`config.mk`:
```
export PLATFORM = sky130hd
export DESIGN_NAME = http_request_head_parser_top
export DESIGN_NICKNAME = d
export VERILOG_FILES = /design/src/hw/rtl/hrp_pkg.sv /design/src/hw/rtl/hrp_step.sv /design/src/hw/rtl/hrp_out_buf.sv /design/src/hw/rtl/http_request_head_parser_top.sv
export SDC_FILE = /design/constraint.sdc
export NUM_CORES = 1
export LEC_CHECK = 0
export ABC_CLOCK_PERIOD_IN_PS = 22200
export BUFFER_PORTS_ARGS = -buffer_cell sky130_fd_sc_hd__buf_2
export CAP_MARGIN = 40
export CORE_UTILIZATION = 55
export CTS_CLUSTER_SIZE = 14
export DETAILED_ROUTE_END_ITERATION = 8
export PLACE_DENSITY = 0.75
export SYNTH_ARGS = -nofsm -noshare
export SYNTH_HDL_FRONTEND = slang
export SYNTH_SLANG_ARGS = --single-unit
```
`constraint.sdc`:
```
create_clock -name i_clk -period 22.2 [get_ports i_clk]
set_input_delay 4.44 -clock i_clk [delete_from_list [all_inputs] [get_ports i_clk]]
set_output_delay 4.44 -clock i_clk [all_outputs]
set_load 0.01 [all_outputs]
```
`src/hw/rtl/hrp_pkg.sv`:
```
`timescale 1ns / 1ps
`default_nettype none

package hrp_pkg;

    // Sizing of the offset counter and the version accumulators
    localparam int OFFSET_BITS  = 16;
    localparam int VERSION_BITS = 8;

    localparam logic [OFFSET_BITS-1:0] OFFSET_MAX = {OFFSET_BITS{1'b1}};

    // Characters the parser looks for
    localparam logic [7:0] CH_LF    = 8'h0A;
    localparam logic [7:0] CH_CR    = 8'h0D;
    localparam logic [7:0] CH_SP    = 8'h20;
    localparam logic [7:0] CH_SLASH = 8'h2F;
    localparam logic [7:0] CH_DOT   = 8'h2E;
    localparam logic [7:0] CH_COLON = 8'h3A;
    localparam logic [7:0] CH_ZERO  = 8'h30;
    localparam logic [7:0] CH_ONE   = 8'h31;
    localparam logic [7:0] CH_NINE  = 8'h39;
    localparam logic [7:0] CH_A     = 8'h41;
    localparam logic [7:0] CH_Z     = 8'h5A;
    localparam logic [7:0] CH_H     = 8'h48;
    localparam logic [7:0] CH_T     = 8'h54;
    localparam logic [7:0] CH_P     = 8'h50;
    localparam logic [7:0] CH_UNDER = 8'h5F;

    // Method words, first letter in the top byte
    localparam logic [23:0] WORD_GET  = 24'h474554;
    localparam logic [31:0] WORD_POST = 32'h504F5354;
    localparam logic [31:0] WORD_HEAD = 32'h48454144;

    // Event kinds
    localparam logic [2:0] EV_LINE        = 3'd0;
    localparam logic [2:0] EV_HEADER      = 3'd1;
    localparam logic [2:0] EV_END         = 3'd2;
    localparam logic [2:0] EV_BAD_METHOD  = 3'd3;
    localparam logic [2:0] EV_BAD_REQUEST = 3'd4;
    localparam logic [2:0] EV_BAD_HEADER  = 3'd5;

    // Method codes
    localparam logic [1:0] METH_UNKNOWN = 2'd0;
    localparam logic [1:0] METH_GET     = 2'd1;
    localparam logic [1:0] METH_HEAD    = 2'd2;
    localparam logic [1:0] METH_POST    = 2'd3;

    typedef struct packed {
        logic [7:0] data_byte;
        logic       restart;
    } t_in_item;

    typedef struct packed {
        logic [2:0]  event_kind;
        logic [1:0]  method_code;
        logic [7:0]  version_major;
        logic [7:0]  version_minor;
        logic [15:0] first_span_start;
        logic [15:0] first_span_end;
        logic [15:0] second_span_start;
        logic [15:0] second_span_end;
    } t_out_item;

    typedef enum logic [4:0] {
        ST_RL_START, ST_METHOD, ST_SP_URI, ST_URI, ST_PROTO, ST_P_H, ST_P_HT,
        ST_P_HTT, ST_P_HTTP, ST_MAJ_FIRST, ST_MAJ, ST_MIN_FIRST, ST_MIN,
        ST_SP_END, ST_RL_CR, ST_HD_START, ST_KEY, ST_SP_COLON, ST_SP_VALUE,
        ST_VALUE, ST_HD_CR, ST_HD_CRLF, ST_HD_CRLFCR
    } t_state;

    // Whole parser context, carried between the top level and the step logic
    typedef struct packed {
        t_state                        state;
        logic                          halted;
        logic [OFFSET_BITS-1:0]        offset;
        logic [31:0]                   method_bytes;
        logic [3:0][OFFSET_BITS-1:0]   spans;
        logic [VERSION_BITS-1:0]       major;
        logic [VERSION_BITS-1:0]       minor;
        logic [1:0]                    method_found;
    } t_parse_regs;

    localparam t_parse_regs REGS_RESET = '{state: ST_RL_START, default: '0};

endpackage

`default_nettype wire

```
`src/hw/rtl/hrp_step.sv`:
```
`timescale 1ns / 1ps
`default_nettype none

// One parser step: context and byte in, next context and optional event out.
module hrp_step (
    input  wire hrp_pkg::t_parse_regs i_cur,
    input  wire hrp_pkg::t_in_item    i_item,
    output hrp_pkg::t_parse_regs      o_nxt,
    output logic                      o_ev_valid,
    output hrp_pkg::t_out_item        o_ev
);

    localparam int OB = hrp_pkg::OFFSET_BITS;
    localparam int VB = hrp_pkg::VERSION_BITS;

    function automatic logic is_method_char(input logic [7:0] c);
        return (c >= hrp_pkg::CH_A && c <= hrp_pkg::CH_Z) || c == hrp_pkg::CH_UNDER;
    endfunction

    function automatic logic is_digit(input logic [7:0] c);
        return c >= hrp_pkg::CH_ZERO && c <= hrp_pkg::CH_NINE;
    endfunction

    // v * 10 + digit, saturating
    function automatic logic [VB-1:0] version_acc(input logic [VB-1:0] v,
                                                  input logic [7:0] c);
        logic [VB+3:0] n;
        n = {1'b0, v, 3'b000} + {3'b000, v, 1'b0} + {{VB{1'b0}}, c[3:0]};
        if (n[VB+3:VB] != 4'b0000) begin
            return {VB{1'b1}};
        end
        return n[VB-1:0];
    endfunction

    function automatic logic [15:0] span_out(input logic [OB-1:0] v);
        logic [OB+15:0] e;
        e = {16'b0, v};
        return e[15:0];
    endfunction

    function automatic logic [7:0] ver_out(input logic [VB-1:0] v);
        logic [VB+7:0] e;
        e = {8'b0, v};
        return e[7:0];
    endfunction

    function automatic logic [1:0] classify(input logic [OB-1:0] len,
                                            input logic [31:0] mb);
        if (len == OB'(3) && mb[23:0] == hrp_pkg::WORD_GET) return hrp_pkg::METH_GET;
        if (len == OB'(4) && mb == hrp_pkg::WORD_POST) return hrp_pkg::METH_POST;
        if (len == OB'(4) && mb == hrp_pkg::WORD_HEAD) return hrp_pkg::METH_HEAD;
        return hrp_pkg::METH_UNKNOWN;
    endfunction

    hrp_pkg::t_parse_regs cur;
    logic [7:0]           c;
    logic [OB-1:0]        pos;
    logic                 ev_fail;
    logic [2:0]           fail_kind;
    logic                 ev_line;
    logic                 ev_hdr;
    logic                 ev_end;

    // restart clears the context before the byte is handled
    assign cur = i_item.restart ? hrp_pkg::REGS_RESET : i_cur;
    assign c   = i_item.data_byte;
    assign pos = cur.offset;

    // Event decode
    always_comb begin
        ev_fail   = 1'b0;
        fail_kind = hrp_pkg::EV_BAD_REQUEST;
        ev_line   = 1'b0;
        ev_hdr    = 1'b0;
        ev_end    = 1'b0;
        if (!cur.halted) begin
            unique case (cur.state)
                hrp_pkg::ST_RL_START: begin
                    if (c != hrp_pkg::CH_CR && c != hrp_pkg::CH_LF && !is_method_char(c)) begin
                        ev_fail   = 1'b1;
                        fail_kind = hrp_pkg::EV_BAD_METHOD;
                    end
                end
                hrp_pkg::ST_METHOD: begin
                    if (c != hrp_pkg::CH_SP && !is_method_char(c)) begin
                        ev_fail   = 1'b1;
                        fail_kind = hrp_pkg::EV_BAD_METHOD;
                    end
                end
                hrp_pkg::ST_SP_URI:
                    ev_fail = c != hrp_pkg::CH_SLASH && c != hrp_pkg::CH_SP;
                hrp_pkg::ST_URI: ;
                hrp_pkg::ST_PROTO:
                    ev_fail = c != hrp_pkg::CH_SP && c != hrp_pkg::CH_H;
                hrp_pkg::ST_P_H:      ev_fail = c != hrp_pkg::CH_T;
                hrp_pkg::ST_P_HT:     ev_fail = c != hrp_pkg::CH_T;
                hrp_pkg::ST_P_HTT:    ev_fail = c != hrp_pkg::CH_P;
                hrp_pkg::ST_P_HTTP:   ev_fail = c != hrp_pkg::CH_SLASH;
                hrp_pkg::ST_MAJ_FIRST:
                    ev_fail = c < hrp_pkg::CH_ONE || c > hrp_pkg::CH_NINE;
                hrp_pkg::ST_MAJ:
                    ev_fail = c != hrp_pkg::CH_DOT && !is_digit(c);
                hrp_pkg::ST_MIN_FIRST: ev_fail = !is_digit(c);
                hrp_pkg::ST_MIN, hrp_pkg::ST_SP_END: begin
                    if (c == hrp_pkg::CH_LF) begin
                        ev_line = 1'b1;
                    end else if (c != hrp_pkg::CH_CR && c != hrp_pkg::CH_SP) begin
                        ev_fail = cur.state == hrp_pkg::ST_SP_END || !is_digit(c);
                    end
                end
                hrp_pkg::ST_RL_CR: begin
                    ev_fail = c != hrp_pkg::CH_LF;
                    ev_line = c == hrp_pkg::CH_LF;
                end
                hrp_pkg::ST_HD_START, hrp_pkg::ST_KEY, hrp_pkg::ST_SP_VALUE,
                hrp_pkg::ST_HD_CRLF: ;
                hrp_pkg::ST_SP_COLON: begin
                    ev_fail   = c != hrp_pkg::CH_COLON && c != hrp_pkg::CH_SP;
                    fail_kind = hrp_pkg::EV_BAD_HEADER;
                end
                hrp_pkg::ST_VALUE: ev_hdr = c == hrp_pkg::CH_LF;
                hrp_pkg::ST_HD_CR: begin
                    ev_fail   = c != hrp_pkg::CH_LF;
                    fail_kind = hrp_pkg::EV_BAD_HEADER;
                    ev_hdr    = c == hrp_pkg::CH_LF;
                end
                hrp_pkg::ST_HD_CRLFCR: begin
                    ev_fail   = c != hrp_pkg::CH_LF;
                    fail_kind = hrp_pkg::EV_BAD_HEADER;
                    ev_end    = c == hrp_pkg::CH_LF;
                end
                default: ;
            endcase
        end
    end

    // Event fields; anything that does not belong to the event stays zero
    always_comb begin
        o_ev       = '0;
        o_ev_valid = ev_fail || ev_line || ev_hdr || ev_end;
        if (ev_fail) begin
            o_ev.event_kind = fail_kind;
        end else if (ev_end) begin
            o_ev.event_kind = hrp_pkg::EV_END;
        end else if (ev_line || ev_hdr) begin
            o_ev.event_kind        = ev_line ? hrp_pkg::EV_LINE : hrp_pkg::EV_HEADER;
            o_ev.first_span_start  = span_out(cur.spans[0]);
            o_ev.first_span_end    = span_out(cur.spans[1]);
            o_ev.second_span_start = span_out(cur.spans[2]);
            // bare LF after a value marks the value end in the same byte
            o_ev.second_span_end   = (cur.state == hrp_pkg::ST_VALUE) ?
                                     span_out(pos) : span_out(cur.spans[3]);
            if (ev_line) begin
                o_ev.method_code   = cur.method_found;
                o_ev.version_major = ver_out(cur.major);
                o_ev.version_minor = ver_out(cur.minor);
            end
        end
    end

    // Next context
    always_comb begin
        o_nxt = cur;
        if (!cur.halted) begin
            if (cur.offset != hrp_pkg::OFFSET_MAX) begin
                o_nxt.offset = cur.offset + OB'(1);
            end
            if (ev_fail) begin
                o_nxt.halted = 1'b1;
            end else begin
                unique case (cur.state)
                    hrp_pkg::ST_RL_START: begin
                        if (c != hrp_pkg::CH_CR && c != hrp_pkg::CH_LF) begin
                            o_nxt.spans[0]     = pos;
                            o_nxt.method_bytes = {24'b0, c};
                            o_nxt.state        = hrp_pkg::ST_METHOD;
                        end
                    end
                    hrp_pkg::ST_METHOD: begin
                        if (c == hrp_pkg::CH_SP) begin
                            o_nxt.spans[1]     = pos;
                            o_nxt.method_found = classify(pos - cur.spans[0],
                                                          cur.method_bytes);
                            o_nxt.state        = hrp_pkg::ST_SP_URI;
                        end else begin
                            o_nxt.method_bytes = {cur.method_bytes[23:0], c};
                        end
                    end
                    hrp_pkg::ST_SP_URI: begin
                        if (c == hrp_pkg::CH_SLASH) begin
                            o_nxt.spans[2] = pos;
                            o_nxt.state    = hrp_pkg::ST_URI;
                        end
                    end
                    hrp_pkg::ST_URI: begin
                        if (c == hrp_pkg::CH_SP) begin
                            o_nxt.spans[3] = pos;
                            o_nxt.state    = hrp_pkg::ST_PROTO;
                        end
                    end
                    hrp_pkg::ST_PROTO: begin
                        if (c == hrp_pkg::CH_H) o_nxt.state = hrp_pkg::ST_P_H;
                    end
                    hrp_pkg::ST_P_H:    o_nxt.state = hrp_pkg::ST_P_HT;
                    hrp_pkg::ST_P_HT:   o_nxt.state = hrp_pkg::ST_P_HTT;
                    hrp_pkg::ST_P_HTT:  o_nxt.state = hrp_pkg::ST_P_HTTP;
                    hrp_pkg::ST_P_HTTP: o_nxt.state = hrp_pkg::ST_MAJ_FIRST;
                    hrp_pkg::ST_MAJ_FIRST: begin
                        o_nxt.major = version_acc('0, c);
                        o_nxt.state = hrp_pkg::ST_MAJ;
                    end
                    hrp_pkg::ST_MAJ: begin
                        if (c == hrp_pkg::CH_DOT) begin
                            o_nxt.state = hrp_pkg::ST_MIN_FIRST;
                        end else begin
                            o_nxt.major = version_acc(cur.major, c);
                        end
                    end
                    hrp_pkg::ST_MIN_FIRST: begin
                        o_nxt.minor = version_acc('0, c);
                        o_nxt.state = hrp_pkg::ST_MIN;
                    end
                    hrp_pkg::ST_MIN, hrp_pkg::ST_SP_END: begin
                        if (c == hrp_pkg::CH_CR) begin
                            o_nxt.state = hrp_pkg::ST_RL_CR;
                        end else if (c == hrp_pkg::CH_LF) begin
                            o_nxt.state = hrp_pkg::ST_HD_START;
                        end else if (c == hrp_pkg::CH_SP) begin
                            o_nxt.state = hrp_pkg::ST_SP_END;
                        end else begin
                            o_nxt.minor = version_acc(cur.minor, c);
                        end
                    end
                    hrp_pkg::ST_RL_CR: o_nxt.state = hrp_pkg::ST_HD_START;
                    hrp_pkg::ST_HD_START: begin
                        if (c == hrp_pkg::CH_CR) begin
                            o_nxt.state = hrp_pkg::ST_HD_CRLFCR;
                        end else if (c != hrp_pkg::CH_LF) begin
                            o_nxt.spans[0] = pos;
                            o_nxt.state    = hrp_pkg::ST_KEY;
                        end
                    end
                    hrp_pkg::ST_KEY: begin
                        if (c == hrp_pkg::CH_SP) begin
                            o_nxt.spans[1] = pos;
                            o_nxt.state    = hrp_pkg::ST_SP_COLON;
                        end else if (c == hrp_pkg::CH_COLON) begin
                            o_nxt.spans[1] = pos;
                            o_nxt.state    = hrp_pkg::ST_SP_VALUE;
                        end
                    end
                    hrp_pkg::ST_SP_COLON: begin
                        if (c == hrp_pkg::CH_COLON) o_nxt.state = hrp_pkg::ST_SP_VALUE;
                    end
                    hrp_pkg::ST_SP_VALUE: begin
                        if (c != hrp_pkg::CH_SP) begin
                            o_nxt.spans[2] = pos;
                            o_nxt.state    = hrp_pkg::ST_VALUE;
                        end
                    end
                    hrp_pkg::ST_VALUE: begin
                        if (c == hrp_pkg::CH_CR) begin
                            o_nxt.spans[3] = pos;
                            o_nxt.state    = hrp_pkg::ST_HD_CR;
                        end else if (c == hrp_pkg::CH_LF) begin
                            o_nxt.spans[3] = pos;
                            o_nxt.state    = hrp_pkg::ST_HD_CRLF;
                        end
                    end
                    hrp_pkg::ST_HD_CR: o_nxt.state = hrp_pkg::ST_HD_CRLF;
                    hrp_pkg::ST_HD_CRLF: begin
                        if (c == hrp_pkg::CH_CR) begin
                            o_nxt.state = hrp_pkg::ST_HD_CRLFCR;
                        end else begin
                            o_nxt.spans[0] = pos;
                            o_nxt.state    = hrp_pkg::ST_KEY;
                        end
                    end
                    hrp_pkg::ST_HD_CRLFCR: o_nxt.state = hrp_pkg::ST_RL_START;
                    default: o_nxt.state = hrp_pkg::ST_RL_START;
                endcase
            end
        end
    end

endmodule

`default_nettype wire

```
`src/hw/rtl/hrp_out_buf.sv`:
```
`timescale 1ns / 1ps
`default_nettype none

// Two-entry result buffer: output register plus a skid entry.
module hrp_out_buf (
    input  wire                    i_clk,
    input  wire                    i_rst_n,
    input  wire                    i_push_valid,
    input  wire hrp_pkg::t_out_item i_push_item,
    output logic                   o_full,
    output logic                   o_valid,
    output hrp_pkg::t_out_item     o_item,
    input  wire                    i_stall
);

    logic               r_main_v;
    logic               r_skid_v;
    hrp_pkg::t_out_item r_main;
    hrp_pkg::t_out_item r_skid;
    logic               pop;

    assign pop     = r_main_v && !i_stall;
    assign o_full  = r_skid_v;
    assign o_valid = r_main_v;
    assign o_item  = r_main;

    // Control flags
    always_ff @(posedge i_clk) begin
        if (!i_rst_n) begin
            r_main_v <= 1'b0;
            r_skid_v <= 1'b0;
        end else if (r_skid_v) begin
            if (pop) begin
                r_skid_v <= 1'b0;
            end
        end else if (!r_main_v || pop) begin
            r_main_v <= i_push_valid;
        end else if (i_push_valid) begin
            r_skid_v <= 1'b1;
        end
    end

    // Payload
    always_ff @(posedge i_clk) begin
        if (r_skid_v) begin
            if (pop) begin
                r_main <= r_skid;
            end
        end else if (!r_main_v || pop) begin
            if (i_push_valid) begin
                r_main <= i_push_item;
            end
        end else if (i_push_valid) begin
            r_skid <= i_push_item;
        end
    end

    // skid entry only fills behind a waiting output entry
    a_skid_behind_main: assert property (@(posedge i_clk) disable iff (!i_rst_n)
        r_skid_v |-> r_main_v)
        else $error("skid entry valid with empty output entry");

    // no push is offered while the buffer reports full
    a_no_push_when_full: assert property (@(posedge i_clk) disable iff (!i_rst_n)
        r_skid_v |-> !i_push_valid)
        else $error("result pushed into full buffer");

    // a stalled skid entry moves to the output once the stall lifts
    a_skid_drains: assert property (@(posedge i_clk) disable iff (!i_rst_n)
        (r_skid_v && pop) |=> (r_main_v && !r_skid_v))
        else $error("skid entry not drained");

endmodule

`default_nettype wire

```
`src/hw/rtl/http_request_head_parser_top.sv`:
```
`timescale 1ns / 1ps
`default_nettype none

// HTTP/1.x request head parser.
// Input channel: one byte of the request head per item (data_byte, restart),
// handshaked by i_in_valid / o_in_stall. restart set on an item clears all
// parse state and the byte offset before that byte is parsed.
// Output channel: at most one event per input item (request line, header,
// end of head, or an error), handshaked by o_out_valid / i_out_stall.
// Each byte is parsed in the cycle it is accepted; its event is registered
// in the result buffer's output entry, or in its skid entry under stall.
// Throughput is one byte per cycle while o_in_stall is low.
// A two-entry result buffer sits on the output: the block keeps accepting
// bytes while one event waits under stall, and raises o_in_stall only when
// a second event is held behind it.
// After an error the parser drops every byte, without output, until an item
// with restart set arrives.
// Reset (synchronous, active low) puts the parser at the start of a request
// line with offset zero and empties the result buffer.
module http_request_head_parser_top (
    input  wire                     i_clk,
    input  wire                     i_rst_n,
    input  wire                     i_in_valid,
    input  wire hrp_pkg::t_in_item  i_in_item,
    output logic                    o_in_stall,
    output logic                    o_out_valid,
    output hrp_pkg::t_out_item      o_out_item,
    input  wire                     i_out_stall
);

    hrp_pkg::t_parse_regs r_regs;
    hrp_pkg::t_parse_regs n_regs;
    logic                 ev_valid;
    hrp_pkg::t_out_item   ev;
    logic                 buf_full;
    logic                 accept;

    assign o_in_stall = buf_full;
    assign accept     = i_in_valid && !buf_full;

    hrp_step u_step (
        .i_cur      (r_regs),
        .i_item     (i_in_item),
        .o_nxt      (n_regs),
        .o_ev_valid (ev_valid),
        .o_ev       (ev)
    );

    // Parser context
    always_ff @(posedge i_clk) begin
        if (!i_rst_n) begin
            r_regs <= hrp_pkg::REGS_RESET;
        end else if (accept) begin
            r_regs <= n_regs;
        end
    end

    hrp_out_buf u_out_buf (
        .i_clk        (i_clk),
        .i_rst_n      (i_rst_n),
        .i_push_valid (accept && ev_valid),
        .i_push_item  (ev),
        .o_full       (buf_full),
        .o_valid      (o_out_valid),
        .o_item       (o_out_item),
        .i_stall      (i_out_stall)
    );

    // halted parser neither emits nor counts bytes
    a_halted_quiet: assert property (@(posedge i_clk) disable iff (!i_rst_n)
        (accept && r_regs.halted && !i_in_item.restart) |->
        (!ev_valid && n_regs.offset == r_regs.offset))
        else $error("halted parser advanced");

    // offset never goes back without restart
    a_offset_monotonic: assert property (@(posedge i_clk) disable iff (!i_rst_n)
        (accept && !i_in_item.restart) |=> (r_regs.offset >= $past(r_regs.offset)))
        else $error("byte offset decreased");

    // an error event leaves the parser halted
    a_error_halts: assert property (@(posedge i_clk) disable iff (!i_rst_n)
        (accept && ev_valid && (ev.event_kind == hrp_pkg::EV_BAD_METHOD ||
         ev.event_kind == hrp_pkg::EV_BAD_REQUEST ||
         ev.event_kind == hrp_pkg::EV_BAD_HEADER)) |=> r_regs.halted)
        else $error("error event without halt");

endmodule

`default_nettype wire

```
* Word-level counts from Yosys, hierarchy flattened
Index checks and enable logic that the tools add are counted.
** Storage, ports and cells
- Bits in writable memories :: 0
- Bits in read-only memories :: 0
- Latch bits :: 0
- Output and inout port bits :: 87
- Input bits :: 13
- Logic and storage cells :: 263
- Bits in registers :: 308
- Memories :: 0
** Cells by class
- Divide/modulo/power cells :: 0
- Reductions and logical operators :: 42
- Equal/unequal tests :: 46
- Multiply operators :: 0
- Add/sub/neg operators :: 6
- Magnitude comparators :: 6
- Shift operators :: 0
- Bitwise gates (word level) :: 2
- Mux-type cells :: 132
** Operators by type and width (number)
- 85-bit 2-to-1 mux :: 5
- 136-bit 2-to-1 mux :: 2
- 16-bit 2-to-1 mux :: 14
- 82-bit 2-to-1 mux :: 2
- 114-bit 2-to-1 mux :: 1
- 5-bit case mux with 21 select lines :: 1
- 16-bit case mux with 2 select lines :: 3
- 5-bit 2-to-1 mux :: 17
- 8-bit 2-to-1 mux :: 10
- 32-bit by 31-bit == test with 1-bit output (second input constant) :: 2
- 32-bit 2-to-1 mux :: 2
- 32-bit case mux with 2 select lines :: 1
- 1-bit 2-to-1 mux :: 53
- 16-bit case mux with 3 select lines :: 1
- 5-bit by 4-bit == test with 1-bit output (second input constant) :: 8
- 5-bit == test (second input constant) :: 7
- 8-bit by 6-bit == test with 1-bit output (second input constant) :: 4
- 8-bit by 6-bit inequality test with 1-bit output (second input constant) :: 4
- 8-bit case mux with 2 select lines :: 2
- 11-bit by 9-bit adder with 12-bit output :: 2
- 12-bit by 4-bit adder with 12-bit output :: 2
- 24-bit by 23-bit == test with 1-bit output (second input constant) :: 1
- 8-bit by 7-bit inequality test with 1-bit output (second input constant) :: 3
- 5-bit by 3-bit == test with 1-bit output (second input constant) :: 4
- other kinds (34) :: 83

* Longest topological paths before layout
- Depth after elaboration :: 28
- Gate-level depth with buffers :: 18
- Depth with buffers taken out :: 14

* By module
From an unflattened synthesis, not the netlist that was laid out.
** Second synthesis, totals
- Cells, all modules :: 1990
- Area, all modules :: 18509.0 um^2
** By module, submodules not included
- hrp_step :: times used 1, seq. area each 0.0 um^2, area an instance 6784.0 um^2, cells an instance 1122
- hrp_out_buf :: times used 1, seq. area each 5144.9 um^2, area an instance 6261.0 um^2, cells an instance 277
- http_request_head_parser_top :: times used 1, seq. area each 2722.6 um^2, area an instance 5464.0 um^2, cells an instance 591

* Least setup slack after synthesis
OpenSTA, ideal clock, no wires.
- Kind :: in2reg
- From :: input i_in_item[1] in the netlist's numbering
- To :: register u_out_buf.r_main, in the netlist u_out_buf.o_item[0] (enable)
- Arrival :: 10.325 ns
- Data required time :: 21.644 ns
- Path slack :: 11.319 ns
- Path buffers :: 2
- Library setup time :: 0.556 ns
- Stages :: 10
- Cells stage by stage :: buf_2 > and3b_1 > o2111a_1 > nor3_1 > o22a_1 > nand4bb_4 > buf_2 > or2_0 > a222oi_1 > a21oi_1
** On the way
- Cells in the longest elaborated chain, start to end :: 14
- Elaborated cells on any way between the ends :: 51
- Those cells by class :: 6 x order compare; 11 x eq/ne; 13 x mux; 21 x reduce/logical
** Ends and longest elaborated chain
- from (decl) :: line http_request_head_parser_top.sv:24 : input wire hrp_pkg::t_in_item i_in_item,
- 8-bit by 6-bit greater-or-equal comparator with 1-bit output (tied with other cells) :: line hrp_step.sv:21 : return c >= hrp_pkg::CH_ZERO && c <= hrp_pkg::CH_NINE;
- 1-bit logical AND, on equally long branches :: line hrp_step.sv:21, hrp_step.sv:17
- 1-bit logical NOT or 1-bit logical OR (tied branches)
- 1-bit logical OR or 1-bit logical NOT (tied branches) :: line hrp_step.sv:108, hrp_step.sv:79, hrp_step.sv:85
- 1-bit 2-to-1 mux (tied with other cells) :: line hrp_step.sv:107 : end else if (c != hrp_pkg::CH_CR && c != hrp_pkg::CH_SP) begin
- 1-bit 2-to-1 mux, on equally long branches :: line hrp_step.sv:105, hrp_step.sv:79, hrp_step.sv:85
- 1-bit case mux with 13 select lines :: line hrp_step.sv:77 : unique case (cur.state)
- 1-bit 2-to-1 mux :: line hrp_step.sv:76 : if (!cur.halted) begin
- 1-bit logical OR (2 in series) :: line hrp_step.sv:140 : o_ev_valid = ev_fail || ev_line || ev_hdr || ev_end;
- 1-bit logical OR * :: line hrp_step.sv:140
- 1-bit logical AND * :: line http_request_head_parser_top.sv:61 : .i_push_valid (accept && ev_valid),
- 2-bit nonzero test (no line) *
- 3-bit AND reduction (no line) *
- to (signal assigned) :: line hrp_out_buf.sv:47 : r_main <= r_skid;
- to (signal assigned) :: line hrp_out_buf.sv:51 : r_main <= i_push_item;
- to (decl) :: line hrp_out_buf.sv:18 : hrp_pkg::t_out_item r_main;
Every way passes the cells marked *; elsewhere a longest branch is shown, timed or not.
A chain may end at the register's enable or synchronous reset.

* Final worst setup path
- From :: input i_in_item[0] in the netlist's numbering
- To :: register u_out_buf.r_main, in the netlist u_out_buf.o_item[76] (enable)
** On the way
- Cells in the longest elaborated chain, start to end :: 13
- Elaborated cells on any way between the ends :: 40
- Those cells by class :: 17 x eq/ne; 11 x mux; 12 x reduce/logical
** Ends and longest elaborated chain
- 136-bit 2-to-1 mux * :: line hrp_step.sv:65 : assign cur = i_item.restart ? hrp_pkg::REGS_RESET : i_cur;
- 5-bit by 4-bit == test with 1-bit output :: line hrp_step.sv:77, hrp_step.sv:108
- 1-bit logical OR :: line hrp_step.sv:108 : ev_fail = cur.state == hrp_pkg::ST_SP_END || !is_digit(c);
- 1-bit 2-to-1 mux :: line hrp_step.sv:107
- 1-bit 2-to-1 mux :: line hrp_step.sv:105 : if (c == hrp_pkg::CH_LF) begin
- 1-bit case mux with 13 select lines :: line hrp_step.sv:77
- 1-bit 2-to-1 mux :: line hrp_step.sv:76
- 1-bit logical OR (2 in series) :: line hrp_step.sv:140
- 1-bit logical OR * :: line hrp_step.sv:140
- 1-bit logical AND * :: line http_request_head_parser_top.sv:61
- 2-bit nonzero test (no line) *
- 3-bit AND reduction (no line) *
Marks and branches as above.

==> flow_summary.yaml <==
setup_path:
  cp_top_family: "simple AND/OR/NAND/NOR gates"
  critPathRequiredTime_ns: 22.34
  crit_fanout: 67
  crit_path_end_kind: "flip-flop"
  timing.rr.start: "r_regs[133]"
  r2r_end: "u_out_buf.o_item[76]"
  cp_cell_sequence: "buf_2 > buf_4 > or4b_2 > nand2b_1 > a21oi_1 > o221ai_1 > nand2_1 > a222oi_1 > a21oi_4 > buf_4"
  cp_slowest_cell: "or4b_2"
  arrival_ns: 8.58
  r2r_slack_ns: 17.53
  cp_slowest_stage_delay_ns: 0.75
  crit_buf_inv: 3
  start_kind: "primary input"
  crit_type: "primary input to flip-flop"
  cpMostUsedCell: "buf_4"
  ff2ff_path_depth: 8
floorplan:
  die_area_um2: 29950
  die_w_um: 173.1
  fp.coreArea_um2: 28780
  ios: 100
  die_h_um: 173.1
  start_util_pct: 55.93
  rows: 62
timing:
  worst_hold_slack_ns: 0.4618
  finClkSkew_ns: 0.02058
  worst_slew_pin_slew_ns: 0.8997
  rsz0062_at_grt: "no"
  slew_viol_final: 0
  tns_ns: 0
  max_clock_freq_ghz: 0.1185
  finalSetupViolCount: 0
  maxSlewHeadroom_pct: 39.89
  final.setup.worst_slack_ns: 13.76
  period_minus_slack_ns: 8.438
  hold_viol: 0
  post-route-period-util_pct: 38.01
place:
  hpwl_um: 30480
  gp_congestion: 0.9999
  place_area_um2: 16890
  place_ws_ns: 13.31
  io_buffers: 99
global_route:
  grt_pass1_wl_um: 69510
  grt_overflow: 0
  grtUsageTotal_pct: 29.13
  grt_pass1_vias: 12450
  grt_max_degree: 68
  antenna_found_initial: 0
clock_network:
  cts_buffers: 34
  ctsHoldBuffers: 0
  cts_resized: 0
  clk_path_buf_depth: 3
  clk_latency_ns: 0.52
  cts_tree: "yes"
  cts_root_buf: "clkbuf_16"
  clkTransAtPathRegs_ns: 0.06
  post_cts_buffers: 0
  cts-htree-levels: 2
  clock-sinks: 308
routing:
  drtPass1Iterations: 5
  wl_um: 43760
  wl_met2_um: 19920
  dr_wl_met3_um: 3508
  dr_total_vias: 13300
  wl_per_cell_um: 20.71
  wl_met1_um: 18800
  remaining_drc_errors: 0
  drt_iter0_drc: 1550
  ant_nets: 0
  top_layer: "met4"
  viasPerCell: 6.293
final_layout:
  nNetsFinal: 1766
  area_growth_pct: 11.26
  drive_gt1_share_pct: 14.29
  design_area_um2: 17910
  finish.utilization_pct: 62.22
  diodes: 0
yosys:
  synth_cell_types: 90
  synth-edff-count: 170
  avgSynthCellArea_um2: 9.719
  syn_area_um2: 16100
  synth_sequential_area_ratio_pct: 48.88
  synth_nets: 1719
  synth_cells: 1656
  ys_async_sr_fraction_pct: 0
  synthFlopType: "edfxtp_1"
  ys_ff_latch: 308
  yosysWarnings: 0
min_path:
  whs_endpoint: "r_regs[5]"
  hp-class: "flip-flop to flip-flop"
  hold_depth: 1
  min_from: "r_regs[5]"
status:
  outcome: "completed"
power_and_ir_drop:
  p_leak_nw: 6.608
  power.density_nw_per_um2: 69.31
  irDropWorstVdd_v: 0.00004301
job:
  maxCapViolations: 0
[cells in the mapped netlist (13+ instances only)]
cell type | number | area, µm²
nand2_1 | 175 | 656.9
a22o_1 | 73 | 639.4
mux2_2 | 39 | 439.2
nor2b_1 | 32 | 200.2
a21oi_1 | 106 | 530.5
nand2b_1 | 15 | 93.84
dfxtp_1 | 138 | 2763
clkbuf_1 | 88 | 330.3
nor3_1 | 29 | 145.1
o31ai_1 | 54 | 405.4
edfxtp_1 | 170 | 5105
nand4_1 | 15 | 93.84
buf_2 | 13 | 65.06
and3_1 | 22 | 137.6
a22oi_1 | 18 | 135.1
xnor2_1 | 14 | 122.6
a211oi_1 | 19 | 142.6
nor2_1 | 185 | 694.4
inv_1 | 38 | 142.6
nand3_1 | 30 | 150.1
ha_1 | 46 | 575.6
o22ai_1 | 22 | 137.6
and2_1 | 43 | 269.0
o21ai_0 | 60 | 300.3
[worst max-delay path by stage]
stage | from | end | depth (start not counted)
after global routing | i_in_item[0] | u_out_buf.o_item[66] | 10
after detailed placement | i_in_item[0] | u_out_buf.o_item[73] | 10
after global placement | i_in_item[0] | u_out_buf.o_item[75] | 10
after CTS | i_in_item[0] | u_out_buf.o_item[73] | 10
after floorplan | i_in_item[1] | u_out_buf.o_item[0] | 10
final | i_in_item[0] | u_out_buf.o_item[76] | 10
[area by class of cell]
cell class              instances  area [µm²]
fillers                      2367       10870
flip-flops and latches        308        7871
multi-input cells            1192        7601
clock buffers                  47       919.6
repair buffers                129       798.3
well taps                     384       480.5
inverters                      38       142.6
clock inverters                15       93.84
[through the flow]
step	total power, W	cells
detailed placement	0.0007358	2051
CTS	0.001249	2113
finish	0.001241	2113
floorplan	0.0007021	1656
global route	0.001282	2113
global placement	0.0007317	2042
[logic make-up (layout without fill, tap and decap cells)]
| family | count (synthesis) | in the layout | synth area share (%) |
|---|---|---|---|
| AO/OA/AOI/OAI | 444 | 444 | 18.87 |
| AND/OR/NAND/NOR | 624 | 624 | 19.43 |
| multiplexers | 49 | 49 | 3.350 |
| adder cells (fa/ha/maj) | 50 | 50 | 4.073 |
| XOR/XNOR | 25 | 25 | 1.360 |
| flip-flops | 308 | 308 | 48.88 |
| buffers and inverters | 156 | 229 | 4.042 |
[cell usage in the layout (no fill, tap or decap), types with 8 or more instances in the layout]
master / count
buf_2: 100
clkbuf_16: 34
buf_4: 24
nand2b_1: 15
nand3_1: 30
a31oi_1: 11
nor2b_1: 32
dfxtp_1: 137
xnor2_1: 14
a22oi_1: 18
xor2_1: 11
nor4_1: 8
edfxtp_1: 170
o31ai_1: 54
o22ai_1: 22
inv_1: 37
nor2_1: 185
a21oi_1: 104
nand4_1: 15
and3_1: 22
nand2_1: 175
mux2i_1: 10
a21o_1: 11
mux2_2: 39
o211ai_1: 8
clkbuf_1: 11
a211oi_1: 19
a22o_1: 73
nor3b_1: 8
o21ai_0: 60
nor3_1: 29
and2_1: 42
ha_1: 46
[worst reg2reg max path, cell delays in order (launching register included)]
cell      delay [ns]
dfxtp_1         0.52
or4b_2          0.82
nand2b_1        0.48
a21oi_1         0.29
o221ai_1        0.20
nand2_1         0.37
a222oi_1        0.20
a21oi_4         0.59
buf_4           0.76
[sequential cells by signal (all words and copies together) (netlist names)]
| name | count |
|---|---|
| u_out_buf.o_item | 85 |
| u_out_buf.o_valid | 1 |
| u_out_buf.o_full | 1 |
| r_regs | 136 |
| u_out_buf.r_skid | 85 |
[power breakdown]
group / internal (W) / switching [W]
Sequential: 0.000625 / 0.00000823
Combinational: 0.0000286 / 0.0000624
Clock: 0.000293 / 0.000224
Total: 0.000946 / 0.000295
[per-layer routing]
metal  vias to the layer above  global-route usage (%)
met5                         -                       0
met4                         0                   11.76
met3                        93                   4.969
met2                       628                   45.13
met1                      6358                   40.66
li1                       6219                       -
No activity file was read; power rests on OpenSTA's default activity.
